$ cat config.mk
export PLATFORM = sky130hd
export DESIGN_NAME = takf_ctrl
export DESIGN_NICKNAME = d
export VERILOG_FILES = /design/src/rtl/core/takf_pkg.sv /design/src/rtl/core/takf_ctrl.sv
export SDC_FILE = /design/constraint.sdc
export NUM_CORES = 1
export LEC_CHECK = 0
export BUFFER_PORTS_ARGS = -buffer_cell sky130_fd_sc_hd__buf_2
export CORE_MARGIN = 2
export CORE_UTILIZATION = 45
export CTS_BUF_LIST = sky130_fd_sc_hd__clkbuf_2 sky130_fd_sc_hd__clkbuf_4 sky130_fd_sc_hd__clkbuf_8
export DETAILED_ROUTE_END_ITERATION = 16
export PLACE_DENSITY = 0.77
export SETUP_SLACK_MARGIN = 0.5
export SLEW_MARGIN = 25
export SYNTH_ARGS = -nofsm -noshare
export SYNTH_HDL_FRONTEND = slang
export SYNTH_SLANG_ARGS = --single-unit
$ cat constraint.sdc
create_clock -name i_clk -period 3.9 [get_ports i_clk]
set_input_delay 0.195 -clock i_clk [delete_from_list [all_inputs] [get_ports i_clk]]
set_output_delay 0.195 -clock i_clk [all_outputs]
set_load 0.02 [all_outputs]
$ cat src/rtl/core/takf_pkg.sv
// Shared types, constants and helpers for the tilt angle Kalman filter.
package takf_pkg;

    localparam int COV_FRAC_BITS_DEF = 30;

    localparam logic [1:0] REG_TIME_STEP   = 2'd0;
    localparam logic [1:0] REG_ANGLE_NOISE = 2'd1;
    localparam logic [1:0] REG_BIAS_NOISE  = 2'd2;
    localparam logic [1:0] REG_MEAS_NOISE  = 2'd3;

    localparam logic [31:0] TIME_STEP_RST   = 32'd4294967;
    localparam logic [30:0] ANGLE_NOISE_RST = 31'd1073742;
    localparam logic [30:0] BIAS_NOISE_RST  = 31'd3221225;
    localparam logic [30:0] MEAS_NOISE_RST  = 31'd536870912;

    localparam logic signed [31:0] S32_MAX = 32'sh7FFF_FFFF;
    localparam logic signed [31:0] S32_MIN = 32'sh8000_0000;

    typedef enum logic [2:0] {
        S_IDLE,
        S_MUL_LOAD,
        S_MUL_WRITE,
        S_DIV_INIT,
        S_DIV_RUN,
        S_DIV_DONE,
        S_FINISH
    } t_state;

    typedef enum logic [3:0] {
        OP_ANG_PRED,
        OP_P00_PRED,
        OP_P01_PRED,
        OP_P11_PRED,
        OP_P10_CORR,
        OP_P11_CORR,
        OP_P00_CORR,
        OP_P01_CORR,
        OP_ANG_CORR,
        OP_BIAS_CORR
    } t_mul_op;

    typedef struct packed {
        logic    capture;
        logic    mul_load;
        logic    mul_write;
        t_mul_op op;
        logic    div_init;
        logic    div_step;
        logic    div_finish;
        logic    out_load;
    } t_cmd;

    typedef struct packed {
        logic out_free;
    } t_status;

    function automatic logic signed [31:0] sat32(input logic signed [37:0] v);
        logic signed [31:0] r;
        if (v > 38'sd2147483647) begin
            r = S32_MAX;
        end else if (v < -38'sd2147483648) begin
            r = S32_MIN;
        end else begin
            r = v[31:0];
        end
        return r;
    endfunction

endpackage

$ cat src/rtl/core/takf_ctrl.sv
// Sequencing controller for the tilt angle Kalman filter.
module takf_ctrl (
    input  logic              i_clk,
    input  logic              i_rst_n,
    input  logic              i_s_axis_tvalid,
    output logic              o_s_axis_tready,
    input  takf_pkg::t_status i_status,
    output takf_pkg::t_cmd    o_cmd
);

    takf_pkg::t_state  r_state, n_state;
    takf_pkg::t_mul_op r_op, n_op;
    logic [4:0]        r_cnt, n_cnt;

    always_ff @(posedge i_clk) begin
        if (!i_rst_n) begin
            r_state <= takf_pkg::S_IDLE;
            r_op    <= takf_pkg::OP_ANG_PRED;
            r_cnt   <= 5'd0;
        end else begin
            r_state <= n_state;
            r_op    <= n_op;
            r_cnt   <= n_cnt;
        end
    end

    always_comb begin
        n_state = r_state;
        case (r_state)
            takf_pkg::S_IDLE: begin
                if (i_s_axis_tvalid) n_state = takf_pkg::S_MUL_LOAD;
            end
            takf_pkg::S_MUL_LOAD: n_state = takf_pkg::S_MUL_WRITE;
            takf_pkg::S_MUL_WRITE: begin
                if (r_op == takf_pkg::OP_P11_PRED) begin
                    n_state = takf_pkg::S_DIV_INIT;
                end else if (r_op == takf_pkg::OP_BIAS_CORR) begin
                    n_state = takf_pkg::S_FINISH;
                end else begin
                    n_state = takf_pkg::S_MUL_LOAD;
                end
            end
            takf_pkg::S_DIV_INIT: n_state = takf_pkg::S_DIV_RUN;
            takf_pkg::S_DIV_RUN: begin
                if (r_cnt == 5'd31) n_state = takf_pkg::S_DIV_DONE;
            end
            takf_pkg::S_DIV_DONE: n_state = takf_pkg::S_MUL_LOAD;
            takf_pkg::S_FINISH: begin
                if (i_status.out_free) n_state = takf_pkg::S_IDLE;
            end
            default: n_state = takf_pkg::S_IDLE;
        endcase
    end

    always_comb begin
        n_op  = r_op;
        n_cnt = 5'd0;
        case (r_state)
            takf_pkg::S_IDLE: n_op = takf_pkg::OP_ANG_PRED;
            takf_pkg::S_MUL_WRITE: begin
                if (r_op != takf_pkg::OP_BIAS_CORR) n_op = takf_pkg::t_mul_op'(r_op + 4'd1);
            end
            takf_pkg::S_DIV_RUN: n_cnt = r_cnt + 5'd1;
            default: n_op = r_op;
        endcase
    end

    always_comb begin
        o_s_axis_tready   = (r_state == takf_pkg::S_IDLE);
        o_cmd.capture    = (r_state == takf_pkg::S_IDLE) && i_s_axis_tvalid;
        o_cmd.mul_load   = (r_state == takf_pkg::S_MUL_LOAD);
        o_cmd.mul_write  = (r_state == takf_pkg::S_MUL_WRITE);
        o_cmd.op         = r_op;
        o_cmd.div_init   = (r_state == takf_pkg::S_DIV_INIT);
        o_cmd.div_step   = (r_state == takf_pkg::S_DIV_RUN);
        o_cmd.div_finish = (r_state == takf_pkg::S_DIV_DONE);
        o_cmd.out_load   = (r_state == takf_pkg::S_FINISH) && i_status.out_free;
    end

`ifndef SYNTHESIS
    a_ready_idle: assert property (@(posedge i_clk) disable iff (!i_rst_n)
        o_cmd.capture |=> (r_state == takf_pkg::S_MUL_LOAD) && (r_op == takf_pkg::OP_ANG_PRED))
        else $error("capture did not start prediction");
    a_div_len: assert property (@(posedge i_clk) disable iff (!i_rst_n)
        o_cmd.div_finish |-> $past(o_cmd.div_step) && $past(r_cnt) == 5'd31)
        else $error("division ended early");
    a_corr_op: assert property (@(posedge i_clk) disable iff (!i_rst_n)
        o_cmd.div_finish |=> r_op == takf_pkg::OP_P10_CORR)
        else $error("correction started on wrong op");
`endif

endmodule

==> impl_metrics.env, run 1 <==
export IMPL_status="finished clean"
export IMPL_criticalPathCategory="reg2out"
export IMPL_ys_types=31
export IMPL_yosysSeqAreaShare=0.360
export IMPL_cts_root_buf="clkbuf_4"
export IMPL_syn_nets=86
export IMPL_dieWidth_um=42.5
export IMPL_routed_wl_mm=1.27
export IMPL_synthSimpleGateAreaFrac=0.351
export IMPL_finalHoldViolations=0
export IMPL_slew_headroom=0.650
export IMPL_clock_skew_ns=0.00749
export IMPL_synth_top_family_by_area="simple AND/OR/NAND/NOR gates"
export IMPL_antenna_left=0
export IMPL_numCtsBuffers=3
export IMPL_overflow=0
export IMPL_worst_hold_path_type="in2reg"
export IMPL_switching_share=0.251
export IMPL_final_nets=101
export IMPL_synthToLayoutAreaGrowth_pct=15.6
export IMPL_drv_slew=0
export IMPL_rsz0062_at_grt="no"
export IMPL_synth_cells=78
export IMPL_worstRegToRegCells=5
export IMPL_powerDensity_mw_per_mm2=333
export IMPL_start_util=0.494
export IMPL_via_per_inst=5.60
export IMPL_period_minus_slack_ns=1.74
export IMPL_drive_gt1_frac=0.217
export IMPL_path_cells="or2_1, nor2_1, and2_1, buf_2"
export IMPL_cts_setup_buffers=0
export IMPL_pwr_share_comb=0.106
export IMPL_wl_per_cell_um=11.9
export IMPL_finalWorstSetupSlack_ns=2.16
export IMPL_clk_pin_slew_ns=0.08
export IMPL_crit_required_ns=3.70
export IMPL_io_buffers=15
export IMPL_num_vias=599
export IMPL_irDropWorstVdd_mv=0.188
export IMPL_clock_sinks=12
export IMPL_insertion_delay_ns=0.28
export IMPL_fillers=134
export IMPL_synth_compound_area_frac=0.120
export IMPL_route_detailed_drc=0
export IMPL_worst_slew_pin_slew_ns=0.524
export IMPL_p_int_mw=0.193
export IMPL_cp_max_fo=15
export IMPL_maxCapViolCount=0
export IMPL_avgSynthCellArea_um2=8.55
export IMPL_hold_path_startpoint="i_rst_n"
export IMPL_setup_viol=0
export IMPL_crit_slowest_cell="dfxtp_1"
export IMPL_r2r_start="r_op[1]"
export IMPL_cts_buffer_depth=2
export IMPL_die_h_um=42.5
export IMPL_rows=13
export IMPL_min_period_over_period=0.447
export IMPL_io_pins=16
export IMPL_synthAdderAreaFrac=0.0750
export IMPL_reg2reg_slack_ns=2.26
export IMPL_cts_repair_resized=0
export IMPL_yosys_top_cells_area="dfxtp_1, ha_1, a21oi_1"
export IMPL_grt_usage=0.136
export IMPL_startpoint_type="flip-flop"
export IMPL_drtIter0Drc=13
export IMPL_syn_area_um2=667
export IMPL_synth_edf_count=0
export IMPL_core_area_mm2=0.00135
export IMPL_yosysMostFrequentCell="dfxtp_1"
export IMPL_crit_path_max_incr_delay_ns=0.57
export IMPL_htreeDepth=1
export IMPL_cp_end_kind="primary output"
export IMPL_place_hpwl_um=880
export IMPL_async_flop_share=0
export IMPL_p_leak_nw=0.361
export IMPL_diodes=0
export IMPL_dp_slack_ns=2.31
export IMPL_grt_max_degree=21
export IMPL_p_seq_frac=0.508
export IMPL_synthMuxAreaShare=0.0169
export IMPL_setup_tns_ns=0
export IMPL_fmax_mhz=574
export IMPL_antenna_found_initial=0
export IMPL_hold_buffers=0
export IMPL_cp_arrival_ns=1.55
export IMPL_synth_top_area_share=0.360
export IMPL_p_switching_mw=0.0645
export IMPL_ys_ff_latch=12
export IMPL_ys_flop_type="dfxtp_1"
export IMPL_grt_pass1_vias=464
export IMPL_gp_congestion=0.836
export IMPL_hold_path_end="r_state[0]"
export IMPL_synth_commonest_cells="dfxtp_1, a21oi_1, nor2_1"
export IMPL_critPathTopFamily="flip-flops"
export IMPL_critPathBufInv=1
export IMPL_synth_xor_area_frac=0.0263
export IMPL_drtPass1Iterations=4
export IMPL_synth_warnings=0
export IMPL_grt_first_pass_wirelength_mm=1.87
export IMPL_clockPowerShare=0.386
export IMPL_fp_dieArea_mm2=0.00181
export IMPL_synth_area_leader_cell="dfxtp_1"
export IMPL_worst_r2r_endpoint="r_op[1]"
export IMPL_hold_depth=2
export IMPL_cts_tree="done"
final cells by class:
| cell class | instances | area (um2) | share of cell area |
|---|---|---|---|
| multi-input combinational | 59 | 393 | 0.510 |
| sequential | 12 | 240 | 0.312 |
| tap | 15 | 18.8 | 0.0244 |
| timing repair buffer | 15 | 75.1 | 0.0974 |
| inverter | 2 | 7.51 | 0.00974 |
| clock buffer | 4 | 36.3 | 0.0471 |
cells in the final DEF, fill, tap and decap left out, types with 2 or more instances in the layout:
cell type and n:
and3b_1 3, nor3b_1 4, a31oi_1 2, clkbuf_4 3, buf_2 15, and3_1 3
inv_1 2, nor3_1 2, a21oi_1 6, nand2_1 5, ha_1 4, nand3_1 4
o21ai_0 4, dfxtp_1 12, nor2_1 6
stage by stage:
stage	std cells	total power, mW	area [um2]	util	hold slack (ns)
2_1_floorplan	78	0.154	667	-	0.328
3_3_place_gp	103	0.160	734	0.544	0.427
3_5_place_dp	103	0.161	734	0.544	0.436
4_1_cts	107	0.259	771	0.571	0.185
5_1_grt	107	0.267	771	0.571	0.197
6_report	107	0.257	771	0.571	0.185
power groups by stage:
stage	clock, mW	combinational, mW	sequential (mW)
6_report	0.0992	0.0272	0.131
3_5_place_dp	0	0.0272	0.134
4_1_cts	0.101	0.0273	0.131
3_3_place_gp	0	0.0267	0.134
5_1_grt	0.106	0.0295	0.132
2_1_floorplan	0	0.0245	0.129
layer usage:
| metal | GRT usage | vias up | wire, um |
|---|---|---|---|
| met5 | 0 | - | 0 |
| met4 | 0.0938 | 0 | 26 |
| met3 | 0.0129 | 4 | 50 |
| met2 | 0.197 | 15 | 582 |
| met1 | 0.186 | 269 | 615 |
| li1 | - | 311 | - |
sequential cells by signal, summed over array words and instances (netlist names):
signal	count
r_op	4
r_state	3
r_cnt	5
cell families (layout without fill, tap and decap cells):
group / Yosys count / in the layout
simple gates: 38 / 38
compound gates: 14 / 14
flops: 12 / 12
buf+inv: 7 / 21
fa+ha+maj: 4 / 4
xor+xnor: 2 / 2
mux: 1 / 1
worst max-delay path by stage:
stage	from	endpoint	slack (ns)	cells past startpoint
6_report	r_state[2]	o_cmd[10]	2.16	4
5_1_grt	r_state[2]	o_cmd[10]	2.05	4
4_1_cts	r_state[2]	o_cmd[10]	2.15	4
3_5_place_dp	r_op[1]	r_op[1]	2.31	5
3_3_place_gp	r_op[1]	r_op[1]	2.38	5
2_1_floorplan	r_op[1]	r_op[1]	2.28	5
No activity file was read; power rests on OpenSTA's default activity.
==> inputs of run 2 (changes only) <==
==> constraint.sdc (replaced) <==
create_clock -name i_clk -period 1.7 [get_ports i_clk]
set_input_delay 0.085 -clock i_clk [delete_from_list [all_inputs] [get_ports i_clk]]
set_output_delay 0.085 -clock i_clk [all_outputs]
set_load 0.02 [all_outputs]
==> run 2 against run 1 <==
Compared with the run above: register-to-register slack got worse by 2.0 ns; clock power increased by 140%; core utilization grew 28 points; total power increased to 2.6 times the previous value; worst setup slack got worse by 1.9 ns; wire length is 75% higher; sequential power increased by 120%; critical path depth is 1 higher; non-clock buffer count grew 23; highest routed layer unchanged.
==> impl_metrics.env, run 2 (same netlist as run 1, synthesis figures left out) <==
export IMPL_drive_gt1_frac=0.609
export IMPL_p_leak_nw=0.506
export IMPL_die_h_um=42.5
export IMPL_cts_tree="done"
export IMPL_hold_path_startpoint="i_rst_n"
export IMPL_cts_buffer_depth=2
export IMPL_start_util=0.494
export IMPL_crit_required_ns=1.92
export IMPL_largest_register="r_cnt"
export IMPL_antenna_found_initial=0
export IMPL_setup_tns_ns=0
export IMPL_mostFrequentLayoutCells="buf_6, buf_4, buf_2"
export IMPL_setup_viol=0
export IMPL_antenna_left=0
export IMPL_clock_sinks=12
export IMPL_criticalPathCategory="reg2reg"
export IMPL_via_per_inst=5.82
export IMPL_grt_first_pass_wirelength_mm=3.16
export IMPL_routed_wl_mm=2.23
export IMPL_numCtsBuffers=3
export IMPL_dieWidth_um=42.5
export IMPL_core_area_mm2=0.00135
export IMPL_fp_dieArea_mm2=0.00181
export IMPL_insertion_delay_ns=0.29
export IMPL_largest_reg_flops=5
export IMPL_drtIter0Drc=28
export IMPL_worst_hold_path_type="in2reg"
export IMPL_critPathBufInv=1
export IMPL_place_hpwl_mm=1.06
export IMPL_drtPass1Iterations=6
export IMPL_cp_max_fo=4
export IMPL_wl_met2_mm=1.11
export IMPL_route_detailed_drc=0
export IMPL_clk_pin_slew_ns=0.08
export IMPL_min_period_over_period=0.859
export IMPL_startpoint="r_op[1]"
export IMPL_htreeDepth=1
export IMPL_highest_layer="met4"
export IMPL_maxCapViolCount=0
export IMPL_power_mw=0.679
export IMPL_slew_headroom=0.803
export IMPL_period_minus_slack_ns=1.46
export IMPL_drv_slew=0
export IMPL_gp_congestion=0.766
export IMPL_final_nets=124
export IMPL_wl_per_cell_um=17.2
export IMPL_critPathTopFamily="simple AND/OR/NAND/NOR gates"
export IMPL_synthToLayoutAreaGrowth_pct=71.9
export IMPL_worst_slew_pin_slew_ns=0.295
export IMPL_clock_skew_ns=0.00244
export IMPL_grt_max_degree=16
export IMPL_num_vias=757
export IMPL_fin_hold_ws_ns=0.0826
export IMPL_io_pins=16
export IMPL_finalHoldViolations=0
export IMPL_cp_arrival_ns=1.68
export IMPL_finalWorstSetupSlack_ns=0.240
export IMPL_rows=13
export IMPL_io_buffers=15
export IMPL_wl_met3_um=99
export IMPL_cp_end_kind="flip-flop"
export IMPL_diodes=0
export IMPL_met1_length_um=932
export IMPL_startpoint_type="flip-flop"
export IMPL_grt_usage=0.238
export IMPL_r2r_start="r_op[1]"
export IMPL_crit_slowest_cell="or4b_1"
export IMPL_overflow=0
export IMPL_dp_slack_ns=0.217
export IMPL_grt_pass1_vias=690
export IMPL_status="finished clean"
export IMPL_cts_root_buf="clkbuf_4"
export IMPL_powerDensity_mw_per_mm2=592
export IMPL_largest_registers="r_cnt x5, r_op x4, r_state x3"
export IMPL_fmax_mhz=685
export IMPL_path_cells="inv_2, ha_4, and3b_2, or4b_1, a31oi_1"
export IMPL_crit_path_max_incr_delay_ns=0.49
export IMPL_rsz0062_at_grt="yes"
export IMPL_irDropWorstVdd_mv=0.568
[run 2: layout make-up]
cell class	count	area [um2]
inverters	2	7.51
flip-flops and latches	12	254
well taps	15	18.8
multi-input cells	59	514
fillers	75	204
repair buffers	38	315
clock buffers	4	36.3
[run 2: final timing paths]
path,end,cells after the start,slack [ns]
setup / recovery,r_op[1],5,0.24
hold / removal,r_state[0],2,0.08
setup reg to reg,r_op[1],5,0.24
hold reg to reg,r_cnt[0],2,0.53
[run 2: metrics by stage]
| stage | cells | cell area [um2] | util |
|---|---|---|---|
| 2_1_floorplan | 78 | 739 | - |
| 3_3_place_gp | 106 | 828 | 0.614 |
| 3_5_place_dp | 106 | 828 | 0.614 |
| 4_1_cts | 123 | 1040 | 0.769 |
| 5_1_grt | 130 | 1150 | 0.849 |
| 6_report | 130 | 1150 | 0.849 |
[run 2: repair_timing]
action,4_1_cts,5_1_grt
pin swaps,9,5
resized for setup,27,15
hold buffers,0,0
setup endpoints to repair,16,17
gates cloned,1,0
buffers inserted,12,7
[run 2: metal layers]
metal / track usage / vias to the layer above
li1: - / 354
met3: 0.0560 / 11
met1: 0.280 / 364
met4: 0.138 / 0
met2: 0.391 / 28
met5: 0 / -
[run 2: worst register-to-register path, cell delays in order (launching register included)]
cell     delay (ns)
dfxtp_4        0.36
inv_2          0.04
ha_4           0.15
and3b_2        0.21
or4b_1         0.49
a31oi_1        0.14
[run 2: report_power, final]
part / leakage [nW] / total, mW / switching [mW] / internal (mW)
clock: 0.0210 / 0.242 / 0.111 / 0.131
combinational: 0.384 / 0.144 / 0.0702 / 0.0742
sequential: 0.101 / 0.292 / 0.00840 / 0.284
total: 0.506 / 0.679 / 0.190 / 0.489
